==> config.mk <==
export PLATFORM = sky130hd
export DESIGN_NAME = plht_ctrl
export DESIGN_NICKNAME = d
export VERILOG_FILES = /design/src/hw/rtl/plht_pkg.sv /design/src/hw/rtl/plht_ctrl.sv
export SDC_FILE = /design/constraint.sdc
export NUM_CORES = 1
export LEC_CHECK = 0
export ABC_CLOCK_PERIOD_IN_PS = 1850
export BUFFER_PORTS_ARGS = -buffer_cell sky130_fd_sc_hd__buf_2
export CAP_MARGIN = 20
export CORE_AREA = 2 2 39 41
export CTS_CLUSTER_DIAMETER = 40
export CTS_CLUSTER_SIZE = 30
export DETAILED_ROUTE_END_ITERATION = 12
export DIE_AREA = 0 0 41 43
export HOLD_SLACK_MARGIN = 0.03
export PLACE_DENSITY = 0.76
export SLEW_MARGIN = 20
export SYNTH_ARGS = -nofsm -noshare
export SYNTH_HDL_FRONTEND = slang
export SYNTH_SLANG_ARGS = --single-unit
==> constraint.sdc <==
create_clock -name clk -period 1.85 [get_ports clk]
set_input_delay 0.0925 -clock clk [delete_from_list [all_inputs] [get_ports clk]]
set_output_delay 0.0925 -clock clk [all_outputs]
set_load 0.1 [all_outputs]
==> src/hw/rtl/plht_pkg.sv <==
// package: request codes, controller states and control structs for the polyline hit test
`default_nettype none
package plht_pkg;

    localparam logic [1:0] REQ_CLEAR  = 2'd0;
    localparam logic [1:0] REQ_APPEND = 2'd1;
    localparam logic [1:0] REQ_QUERY  = 2'd2;

    localparam int MW = 67;
    localparam int MSW = 7;

    typedef enum logic [3:0] {
        ST_IDLE,
        ST_RD0,
        ST_LD0,
        ST_DIFF,
        ST_PROD,
        ST_SUM,
        ST_DEC,
        ST_MUL,
        ST_CMP,
        ST_RES
    } state_t;

    typedef struct packed {
        logic clear;
        logic append;
        logic query;
        logic rd;
        logic load_first;
        logic diff;
        logic prod;
        logic sum;
        logic mul_init;
        logic mul_step;
        logic res_load;
        logic res_hit;
    } cmd_t;

    typedef struct packed {
        logic few;
        logic last;
        logic dec_near;
        logic dec_hit;
        logic mul_last;
        logic cross_hit;
        logic out_busy;
    } sts_t;

endpackage
`default_nettype wire

==> src/hw/rtl/plht_ctrl.sv <==
// controller state machine for the polyline hit test
`default_nettype none
module plht_ctrl (
    input  wire logic             clk,
    input  wire logic             rst_n,
    input  wire logic             in_valid,
    output logic                  in_ready,
    input  wire logic [1:0]       req_type,
    input  wire plht_pkg::sts_t   sts,
    output plht_pkg::cmd_t        cmd
);

    plht_pkg::state_t state_reg, state_next;
    logic hit_reg, hit_next;
    logic acc;

    assign in_ready = (state_reg == plht_pkg::ST_IDLE);
    assign acc = in_valid && in_ready;

    always_ff @(posedge clk or negedge rst_n)
    begin
        if (!rst_n)
        begin
            state_reg <= plht_pkg::ST_IDLE;
            hit_reg   <= 1'b0;
        end
        else
        begin
            state_reg <= state_next;
            hit_reg   <= hit_next;
        end
    end

    always_comb
    begin
        state_next = state_reg;
        hit_next   = hit_reg;
        case (state_reg)
            plht_pkg::ST_IDLE:
            begin
                if (acc && req_type == plht_pkg::REQ_QUERY)
                begin
                    hit_next = 1'b0;
                    state_next = sts.few ? plht_pkg::ST_RES : plht_pkg::ST_RD0;
                end
            end
            plht_pkg::ST_RD0: state_next = plht_pkg::ST_LD0;
            plht_pkg::ST_LD0: state_next = plht_pkg::ST_DIFF;
            plht_pkg::ST_DIFF: state_next = plht_pkg::ST_PROD;
            plht_pkg::ST_PROD: state_next = plht_pkg::ST_SUM;
            plht_pkg::ST_SUM: state_next = plht_pkg::ST_DEC;
            plht_pkg::ST_DEC:
            begin
                if (!sts.dec_near)
                begin
                    state_next = plht_pkg::ST_MUL;
                end
                else if (sts.dec_hit)
                begin
                    hit_next = 1'b1;
                    state_next = plht_pkg::ST_RES;
                end
                else if (sts.last)
                begin
                    state_next = plht_pkg::ST_RES;
                end
                else
                begin
                    state_next = plht_pkg::ST_DIFF;
                end
            end
            plht_pkg::ST_MUL:
            begin
                if (sts.mul_last)
                begin
                    state_next = plht_pkg::ST_CMP;
                end
            end
            plht_pkg::ST_CMP:
            begin
                if (sts.cross_hit)
                begin
                    hit_next = 1'b1;
                    state_next = plht_pkg::ST_RES;
                end
                else if (sts.last)
                begin
                    state_next = plht_pkg::ST_RES;
                end
                else
                begin
                    state_next = plht_pkg::ST_DIFF;
                end
            end
            plht_pkg::ST_RES:
            begin
                if (!sts.out_busy)
                begin
                    state_next = plht_pkg::ST_IDLE;
                end
            end
            default: state_next = plht_pkg::ST_IDLE;
        endcase
    end

    always_comb
    begin
        cmd = '0;
        case (state_reg)
            plht_pkg::ST_IDLE:
            begin
                cmd.clear  = acc && req_type == plht_pkg::REQ_CLEAR;
                cmd.append = acc && req_type == plht_pkg::REQ_APPEND;
                cmd.query  = acc && req_type == plht_pkg::REQ_QUERY;
            end
            plht_pkg::ST_RD0: cmd.rd = 1'b1;
            plht_pkg::ST_LD0:
            begin
                cmd.load_first = 1'b1;
                cmd.rd = 1'b1;
            end
            plht_pkg::ST_DIFF: cmd.diff = 1'b1;
            plht_pkg::ST_PROD: cmd.prod = 1'b1;
            plht_pkg::ST_SUM: cmd.sum = 1'b1;
            plht_pkg::ST_DEC:
            begin
                cmd.mul_init = !sts.dec_near;
                cmd.rd = sts.dec_near && !sts.dec_hit && !sts.last;
            end
            plht_pkg::ST_MUL: cmd.mul_step = 1'b1;
            plht_pkg::ST_CMP: cmd.rd = !sts.cross_hit && !sts.last;
            plht_pkg::ST_RES:
            begin
                cmd.res_load = !sts.out_busy;
                cmd.res_hit  = hit_reg;
            end
            default: cmd = '0;
        endcase
    end

endmodule
`default_nettype wire

After elaboration in Yosys (flattened, before gate mapping)
Index checks and enable logic that the tools add are counted.
{"block": "word_totals", "reg_bits": 5, "in_bits": 12, "elab_cells": 60}
{"block": "op_classes", "eq_ne": 17, "mux": 23, "reduce_logical": 18}
{"op": "case mux 4 bit (10 select lines)", "n": 1}
{"op": "two-way mux 4 bit", "n": 8}
{"op": "equality test 4 x 3 -> 1 bit, second input constant", "n": 4}
{"op": "two-way mux 1 bit", "n": 10}
{"op": "inequality test 2 bit, second input constant", "n": 5}
{"op": "equality test 4 x 2 -> 1 bit, second input constant", "n": 2}
{"op": "equality test 4 bit, second input constant", "n": 2}
{"op": "logical AND 1 bit", "n": 7}
{"op": "case mux 1 bit (3 select lines)", "n": 2}
{"op": "zero test 1 bit", "n": 5}
{"op": "AND reduction 5 bit", "n": 1}
{"op": "equality test 4 x 1 -> 1 bit, second input constant", "n": 1}
{"op": "zero test 4 bit", "n": 1}
{"op": "two-way mux 3 bit", "n": 1}
{"op": "AND reduction 3 bit", "n": 1}
{"op": "nonzero test 3 bit", "n": 1}
{"op": "equality test 2 x 1 -> 1 bit, second input constant", "n": 1}
{"op": "equality test 2 bit, second input constant", "n": 1}
{"op": "zero test 2 bit", "n": 1}
{"op": "two-way mux 2 bit", "n": 1}
{"op": "inequality test 2 x 1 -> 1 bit, second input constant", "n": 1}
{"op": "OR reduction 2 bit", "n": 1}

Depth between registers and ports, before layout
Gate-level depths: netlist of run 1.
{"block": "logic_depth", "word_depth": 5, "mapped_depth": 5, "depth_no_buf": 4}

Worst setup path before layout of run 1
No wires, ideal clock.
{"block": "synth_path", "kind": "register -> output", "start": "reg state_reg[0]", "end": "out cmd[7] (netlist bit)", "arrival_ns": 3.879, "required_ns": 1.757, "setup_slack_ns": -2.122, "path_stages_with_launch": 4, "cell_sequence": "dfrtp_1 buf_2 buf_2 nor4b_1"}
{"item": "start: declaration", "line_no": "plht_ctrl.sv:13", "rtl": "plht_pkg::state_t state_reg, state_next;"}
{"item": "start signal: assignment", "line_no": "plht_ctrl.sv:24", "rtl": "state_reg <= plht_pkg::ST_IDLE;"}
{"item": "start signal: assignment", "line_no": "plht_ctrl.sv:29", "rtl": "state_reg <= state_next;"}
{"item": "end: declaration", "line_no": "plht_ctrl.sv:10", "rtl": "output plht_pkg::cmd_t cmd"}

==> results.yml, run 1 <==
run_status:
  status: "finished, final reports clean"
routing:
  route.detailed.drc: 0
  wl_per_cell_um: 14.1
  via_count: 600
  drt-total-wl_um: 1510
  drtIter0Drc: 6
  postRouteAntennaNets: 0
  vias_per_cell: 5.61
  first_pass_iters: 4
yosys:
  yosysMostFrequentCell: "nor2_1"
  yosysWarnings: 0
  yosysSeqAreaShare_pct: 25.0
  ys.flop_type: "dfrtp_1"
  synth_common_cells: "6 x nor2_1, 5 x buf_2, 5 x dfrtp_1, 5 x nand2_1, 5 x o21ai_0"
  ys_async_sr_fraction_pct: 100
  yosysTopAreaCell: "dfrtp_1"
  synthesis.instances: 62
  ys_ff_latch: 5
  synth_edf_count: 0
  synth_nets: 74
  synth_top_area_share_pct: 25.0
  netlist_area_um2: 500
  synth_cell_types: 34
  yosys-top-cells-area: "dfrtp_1 25%, buf_2 5.0%, o21ai_0 5.0%"
  avgSynthCellArea_um2: 8.07
power:
  power.density_nw_per_um2: 1980
  switching_power_mw: 1.10
  ir_drop_uv: 979
  seqPwrFrac_pct: 16.2
  p_leak_nw: 0.393
  p_int_uw: 821
  netSwitchingFraction_pct: 57.3
  p_clk_share_pct: 6.3
  comb_power_share_pct: 77.5
place:
  place.gp.congestion: 0.881
  post-dp-hpwl_um: 1250
  io_buffer_count: 24
worst_setup_path:
  end_kind: "output pin"
  crit_arrival_ns: 1.66
  worstSetupPathType: "reg -> out"
  crit_path_start_kind: "flip-flop"
  crit_required_ns: 1.76
  critical_path.max_fanout: 13
die:
  dieArea_um2: 1760
  initial_utilization_pct: 36.2
  dieHeight_um: 43
  die_x_um: 41
  ios: 25
  coreArea_um2: 1380
  placementRows: 14
timing:
  fmax_ghz: 0.571
  period_minus_slack_ns: 1.75
  finalHoldViolCount: 0
  setup_violations: 0
  grt_setup_unrepaired: "false"
  maxSlewViolCount: 0
  slew_headroom_pct: 77.5
  tightest_slew_ns: 0.335
  fin_crit_sh_pct: 94.6
  skew_ns: 0.00196
  whs_ns: 0.203
clocking:
  cts_root_buf: "clkbuf_4"
  cts_tree: "done"
  h-tree-depth: 1
  cts.sinks: 5
  cts.path.max_buffers: 2
  clk_pin_slew_ns: 0.04
  clk-insertion-delay-late_ns: 0.23
  numCtsBuffers: 3
  post_cts_buffers: 0
final_layout:
  largest_register_ffs: 4
  syn2layout_area_growth_pct: 94.2
  diodes: 0
  post-route-util_pct: 70.3
  fill_cells: 98
  drive_gt1_share_pct: 51.6
  fin_nets: 104
global_route:
  antenna_found_initial: 0
  overflow: 0
  grt_pass1_vias: 558
  grt_max_degree: 17
  grt_pass1_wl_um: 2390
  track_usage_pct: 19.7
run:
  maxCapViolCount: 0
hold_path:
  hold_path_class: "in -> async"
[power by group through the flow]
stage	Sequential (mW)	Clock [mW]	Combinational [mW]
2_1_floorplan	0.219	0	1.09
3_3_place_gp	0.300	0	1.47
3_5_place_dp	0.304	0	1.49
4_1_cts	0.303	0.126	1.50
5_1_grt	0.318	0.133	1.56
6_report	0.311	0.121	1.49
[worst max-delay path, cell delays in order, from the launching register on]
cell and delay, ns:
dfrtp_2 0.54, nor3b_2 0.34, a32oi_1 0.14, o32ai_4 0.19, buf_12 0.21
[routing by layer]
layer  vias up  share of wire, %  GRT usage (%)
li1        299                 -              -
met1       280                42           25.0
met2        19                54           29.7
met3         2               3.0           5.24
met4         0              0.93           9.33
met5         -                 0              0
[layout make-up]
cell class | instances | area, um2 | area share [%]
tap | 16 | 20.0 | 2.06
multi-input combinational | 49 | 423 | 43.5
clock buffer | 4 | 26.3 | 2.70
sequential | 5 | 129 | 13.3
timing repair buffer | 30 | 363 | 37.3
inverter | 3 | 11.3 | 1.16
[path summary, 6_finish.rpt]
| path | start | endpoint | slack, ns | depth (start not counted) |
|---|---|---|---|---|
| setup / recovery | state_reg[3]$_DFFE_PN0P_ | cmd[8] | 0.1 | 4 |
| hold / removal | rst_n | hit_reg$_DFFE_PN0P_ | 0.20 | 2 |
| setup reg to reg | state_reg[3]$_DFFE_PN0P_ | state_reg[3]$_DFFE_PN0P_ | 0.35 | 4 |
| hold reg to reg | hit_reg$_DFFE_PN0P_ | hit_reg$_DFFE_PN0P_ | 0.56 | 2 |
| max in group asynchronous | rst_n | state_reg[1]$_DFFE_PN0P_ | 1.51 | 2 |
| min in group clk | sts[6] | state_reg[3]$_DFFE_PN0P_ | 0.24 | 4 |
[cell usage in the layout, fill, tap and decap left out, drive strengths merged, types with 2 or more instances in the layout]
cell	n
nand2	5
clkbuf	4
dfrtp	5
o21ai	6
inv	3
and2	2
o32ai	2
buf	29
nor4	2
nor3	2
a32oi	3
o21a	2
nor2	6
[kinds of logic after synthesis]
family | after synthesis | share of synthesized area [%]
flops | 5 | 25.0
simple gates | 29 | 38.0
compound gates | 20 | 29.8
buf+inv | 8 | 7.25
[repair_timing]
item | 4_1_cts | 5_1_grt
gates resized for setup | 1 | 1
hold buffers | 1 | 0
setup endpoints to repair | 1 | 1
hold endpoints to repair | 5 | 0
[through the flow]
| stage | TNS (ns) | power (mW) | setup slack, ns | area (um2) | instances |
|---|---|---|---|---|---|
| floorplan | -2.47 | 1.31 | -0.551 | 588 | 62 |
| global placement | 0 | 1.77 | 0.253 | 933 | 102 |
| detailed placement | 0 | 1.80 | 0.195 | 933 | 102 |
| CTS | 0 | 1.93 | 0.00715 | 971 | 107 |
| global route | 0 | 2.01 | 0.0228 | 972 | 107 |
| finish | 0 | 1.92 | 0.0991 | 972 | 107 |
No activity file was read; power rests on OpenSTA's default activity.
==> run 2, diff against run 1 <==
- PLACE_DENSITY: 0.76 -> 0.68
==> run 2 against run 1 <==
  * Die area stayed put
  * Sequential power is 9.3% lower
  * Utilization is 0.45 points higher
  * Non-clock buffer count stayed put
  * Final area is 0.64% higher
  * Global-route usage is 0.28 points higher
  * Combinational power is 3% higher
  * Via count is 2.5% higher
  * Largest power group unchanged
  * Highest routed layer unchanged
==> results.yml, run 2 (synthesis results as in run 1) <==
run_status:
  status: "finished, final reports clean"
timing:
  tightest_slew_ns: 0.326
  period_minus_slack_ns: 1.76
  maxSlewViolCount: 0
  skew_ns: 0.000719
  fin_crit_sh_pct: 95.2
  fmax_ghz: 0.568
  slew_headroom_pct: 78.0
  setup_violations: 0
  grt_setup_unrepaired: "false"
  finalHoldViolCount: 0
  whs_ns: 0.203
power:
  p_int_uw: 831
  p_clk_share_pct: 6.3
  comb_power_share_pct: 79.2
  seqPwrFrac_pct: 14.6
  ir_drop_uv: 1270
  p_leak_nw: 0.396
  switching_power_mw: 1.10
  power.density_nw_per_um2: 1980
  netSwitchingFraction_pct: 57.1
final_layout:
  post-route-util_pct: 70.7
  syn2layout_area_growth_pct: 95.5
  final_cell_mix: "13 x buf_12, 11 x buf_2"
  layout_commonest_cell: "buf_12"
  largest_register_ffs: 4
  fin_nets: 104
  drive_gt1_share_pct: 51.6
  diodes: 0
worst_setup_path:
  crit_arrival_ns: 1.67
  crit_path_start_kind: "flip-flop"
  critical_path.max_fanout: 16
  end_kind: "output pin"
  worstSetupPathType: "reg -> out"
  crit_required_ns: 1.76
global_route:
  overflow: 0
  antenna_found_initial: 0
  grt_pass1_wl_um: 2390
  grt_pass1_vias: 558
  track_usage_pct: 20.0
  grt_max_degree: 17
die:
  dieHeight_um: 43
  ios: 25
  die_x_um: 41
  initial_utilization_pct: 36.2
  placementRows: 14
  dieArea_um2: 1760
  coreArea_um2: 1380
routing:
  drt-total-wl_um: 1430
  wl_per_cell_um: 13.4
  route.detailed.drc: 0
  postRouteAntennaNets: 0
  via_count: 615
  vias_per_cell: 5.75
  first_pass_iters: 4
  drtIter0Drc: 25
clocking:
  cts.sinks: 5
  numCtsBuffers: 3
  clk-insertion-delay-late_ns: 0.24
  cts_tree: "done"
  h-tree-depth: 1
  cts_root_buf: "clkbuf_4"
  clk_pin_slew_ns: 0.04
  cts.path.max_buffers: 2
run:
  maxCapViolCount: 0
hold_path:
  hold_path_class: "in -> async"
place:
  post-dp-hpwl_um: 1100
  place.gp.congestion: 0.862
  io_buffer_count: 24
## run 2: cell count changes in the layout (fill, tap and decap cells not counted)
cell	change
nor3b_4	+1
nor3b_2	-1
## run 2: stage by stage
stage | setup slack (ns) | cells | TNS [ns] | instance area [um2] | power (mW)
floorplan | -0.551 | 62 | -2.47 | 588 | 1.31
global placement | 0.239 | 100 | 0 | 918 | 1.74
detailed placement | 0.184 | 100 | 0 | 918 | 1.76
CTS | 0.00201 | 106 | 0 | 970 | 1.92
global route | 0.0322 | 107 | 0 | 978 | 2.03
finish | 0.0879 | 107 | 0 | 978 | 1.93
## run 2: cell type report
| class | instances | area, um2 |
|---|---|---|
| flip-flops and latches | 5 | 129 |
| well taps | 16 | 20.0 |
| fillers | 99 | 405 |
| clock buffers | 4 | 26.3 |
| multi-input cells | 49 | 429 |
| inverters | 3 | 11.3 |
| repair buffers | 30 | 363 |
## run 2: worst paths after layout
| check | from | endpoint | slack, ns | depth (start not counted) |
|---|---|---|---|---|
| min | rst_n | hit_reg$_DFFE_PN0P_ | 0.20 | 2 |
| min reg2reg | hit_reg$_DFFE_PN0P_ | hit_reg$_DFFE_PN0P_ | 0.53 | 2 |
| max reg2reg | state_reg[1]$_DFFE_PN0P_ | state_reg[3]$_DFFE_PN0P_ | 0.33 | 4 |
| max in group asynchronous | rst_n | state_reg[3]$_DFFE_PN0P_ | 1.51 | 2 |
| max | state_reg[1]$_DFFE_PN0P_ | cmd[10] | 0.09 | 3 |
| min in group clk | sts[6] | state_reg[3]$_DFFE_PN0P_ | 0.22 | 4 |
## run 2: repair_timing
item,4_1_cts,5_1_grt
pin swaps,1,1
endpoints found under the setup margin,3,1
endpoints found under the hold margin,5,0
gates resized for setup,2,1
hold buffers,1,0
setup buffers,1,1
## run 2: layer usage
metal / GRT usage [%] / part of all wire [%]
met1: 27.3 / 42
met2: 28.4 / 54
met4: 12.0 / 0.70
met3: 3.14 / 3.7
met5: 0 / 0
## run 2: power groups by stage
stage	sequential (mW)	clock, mW	combinational [mW]
floorplan	0.219	0	1.09
global placement	0.285	0	1.46
detailed placement	0.288	0	1.47
CTS	0.293	0.127	1.50
global route	0.288	0.137	1.60
finish	0.282	0.121	1.53
## run 2: critical path: stages, from the launching register on
cell,delay (ns)
dfrtp_2,0.53
nor4_4,0.42
and4b_4,0.31
buf_12,0.17
==> run 3, diff against run 2 <==
- ABC_CLOCK_PERIOD_IN_PS: 1850 -> 2200
- clock period: 1.85 -> 2.2 ns (I/O delays scaled with it)
==> run 3 against run 2 <==
  * Global-route usage is 4.0 points lower
  * Clock skew is 0.0021 ns higher
  * Via count down 9.1%
  * Non-clock buffer count is 4 lower
  * Highest routed layer is now met3
  * Critical path type unchanged
  * Routed wire length fell by 17%
  * Clock-buffer cell count unchanged
==> results.yml, run 3 (synthesis results as in run 1) <==
run_status:
  status: "finished, final reports clean"
worst_setup_path:
  end_kind: "output pin"
  cpPeakStageDelay_ns: 0.61
  rr_worst_depth: 4
  reg2reg_from: "state_reg[3]$_DFFE_PN0P_"
  path_buf_inv: 1
  critical_path.max_fanout: 13
  crit_arrival_ns: 1.94
  path_cells: "nor3b_2, a32oi_1, o32ai_2, buf_2"
  crit_path_top_delay_cell: "dfrtp_1"
  r2r-end: "state_reg[3]$_DFFE_PN0P_"
  worstSetupPathType: "reg -> out"
  regToRegSetupSlack_ns: 0.57
  crit_path_start_kind: "flip-flop"
  crit_family: "flip-flops"
  crit_required_ns: 2.09
final_layout:
  drive_gt1_share_pct: 46.0
  fill_cells: 142
  syn2layout_area_growth_pct: 40.0
  diodes: 0
  final_cell_mix: "24 x buf_2, 6 x nor2_1, 5 x nand2_1, 5 x o21ai_0, 4 x dfrtp_1"
  fin_area_um2: 701
  layout_commonest_cell: "buf_2"
  stdcell_count: 103
  fin_nets: 100
  largest_register_ffs: 4
die:
  coreArea_um2: 1380
  dieArea_um2: 1760
  die_x_um: 41
  initial_utilization_pct: 36.2
  ios: 25
  dieHeight_um: 43
  placementRows: 14
timing:
  tightest_slew_ns: 0.527
  finalHoldViolCount: 0
  maxSlewViolCount: 0
  fmax_ghz: 0.487
  setup_violations: 0
  grt_setup_unrepaired: "false"
  fin_crit_sh_pct: 93.3
  setup_tns_ns: 0
  skew_ns: 0.00279
  fin_ws_ns: 0.148
  period_minus_slack_ns: 2.05
  slew_headroom_pct: 64.8
clocking:
  cts_root_buf: "clkbuf_4"
  cts.path.max_buffers: 2
  cts_tree: "done"
  clk-insertion-delay-late_ns: 0.24
  numCtsBuffers: 3
  cts.sinks: 5
  h-tree-depth: 1
  clk_pin_slew_ns: 0.04
  post_cts_buffers: 0
global_route:
  grt_pass1_vias: 477
  grt_pass1_wl_um: 1970
  antenna_found_initial: 0
  grt_max_degree: 20
  overflow: 0
  track_usage_pct: 16.0
routing:
  wl_per_cell_um: 11.6
  drtIter0Drc: 13
  postRouteAntennaNets: 0
  route.detailed.drc: 0
  first_pass_iters: 4
  drt-total-wl_um: 1190
  via_count: 559
  vias_per_cell: 5.43
place:
  post-place-ws_ns: 0.415
  post-place-cells: 98
  io_buffer_count: 24
  place.gp.congestion: 0.731
  post-dp-hpwl_um: 927
  placed_area_um2: 664
run:
  maxCapViolCount: 0
hold_path:
  hold_path_class: "in -> async"
==> run 3: changes by cell type in the layout (fill, tap and decap cells not counted), sizes merged <==
cell | before | now
buf | 29 | 25
==> run 3: final cells by class <==
| cell class | count | area [um2] | share of cell area [%] |
|---|---|---|---|
| timing repair buffer | 26 | 138 | 19.6 |
| sequential | 5 | 126 | 18.0 |
| tap | 16 | 20.0 | 2.86 |
| clock buffer | 4 | 26.3 | 3.75 |
| inverter | 3 | 11.3 | 1.61 |
| multi-input combinational | 49 | 379 | 54.1 |
==> run 3: worst max path at each step <==
stage	slack, ns	to	cells past startpoint	start
after global routing	0.02	cmd[8]	4	state_reg[3]$_DFFE_PN0P_
after detailed placement	0.42	cmd[8]	4	state_reg[3]$_DFFE_PN0P_
after global placement	0.48	cmd[8]	4	state_reg[3]$_DFFE_PN0P_
after floorplan	-0.40	cmd[7]	3	state_reg[0]$_DFFE_PN0P_
final	0.15	cmd[8]	4	state_reg[3]$_DFFE_PN0P_
after CTS	0.15	cmd[8]	4	state_reg[3]$_DFFE_PN0P_
==> run 3: per-layer routing <==
layer / vias to the layer above / track usage, % / routed length [um]
met5: - / 0 / 0
met4: 0 / 6.00 / 0
met3: 0 / 1.57 / 39
met2: 10 / 24.7 / 609
met1: 263 / 22.0 / 543
li1: 286 / - / -
==> run 3: metrics by stage <==
stage               utilization [%]  hold WS, ns
global placement               48.0      -0.0701
global route                   50.6        0.228
floorplan                         -       -0.186
detailed placement             48.0      -0.0725
finish                         50.6        0.206
CTS                            50.6        0.197
==> run 3: what timing repair did <==
item | in CTS | in global routing
hold buffers | 1 | 0
endpoints found under the hold margin | 5 | 0
gates resized for setup | 0 | 0
Power of run 3 is left out: the tool's default activity adds up to more than one toggle a clock period on the data nets, which glitch-free logic cannot reach.
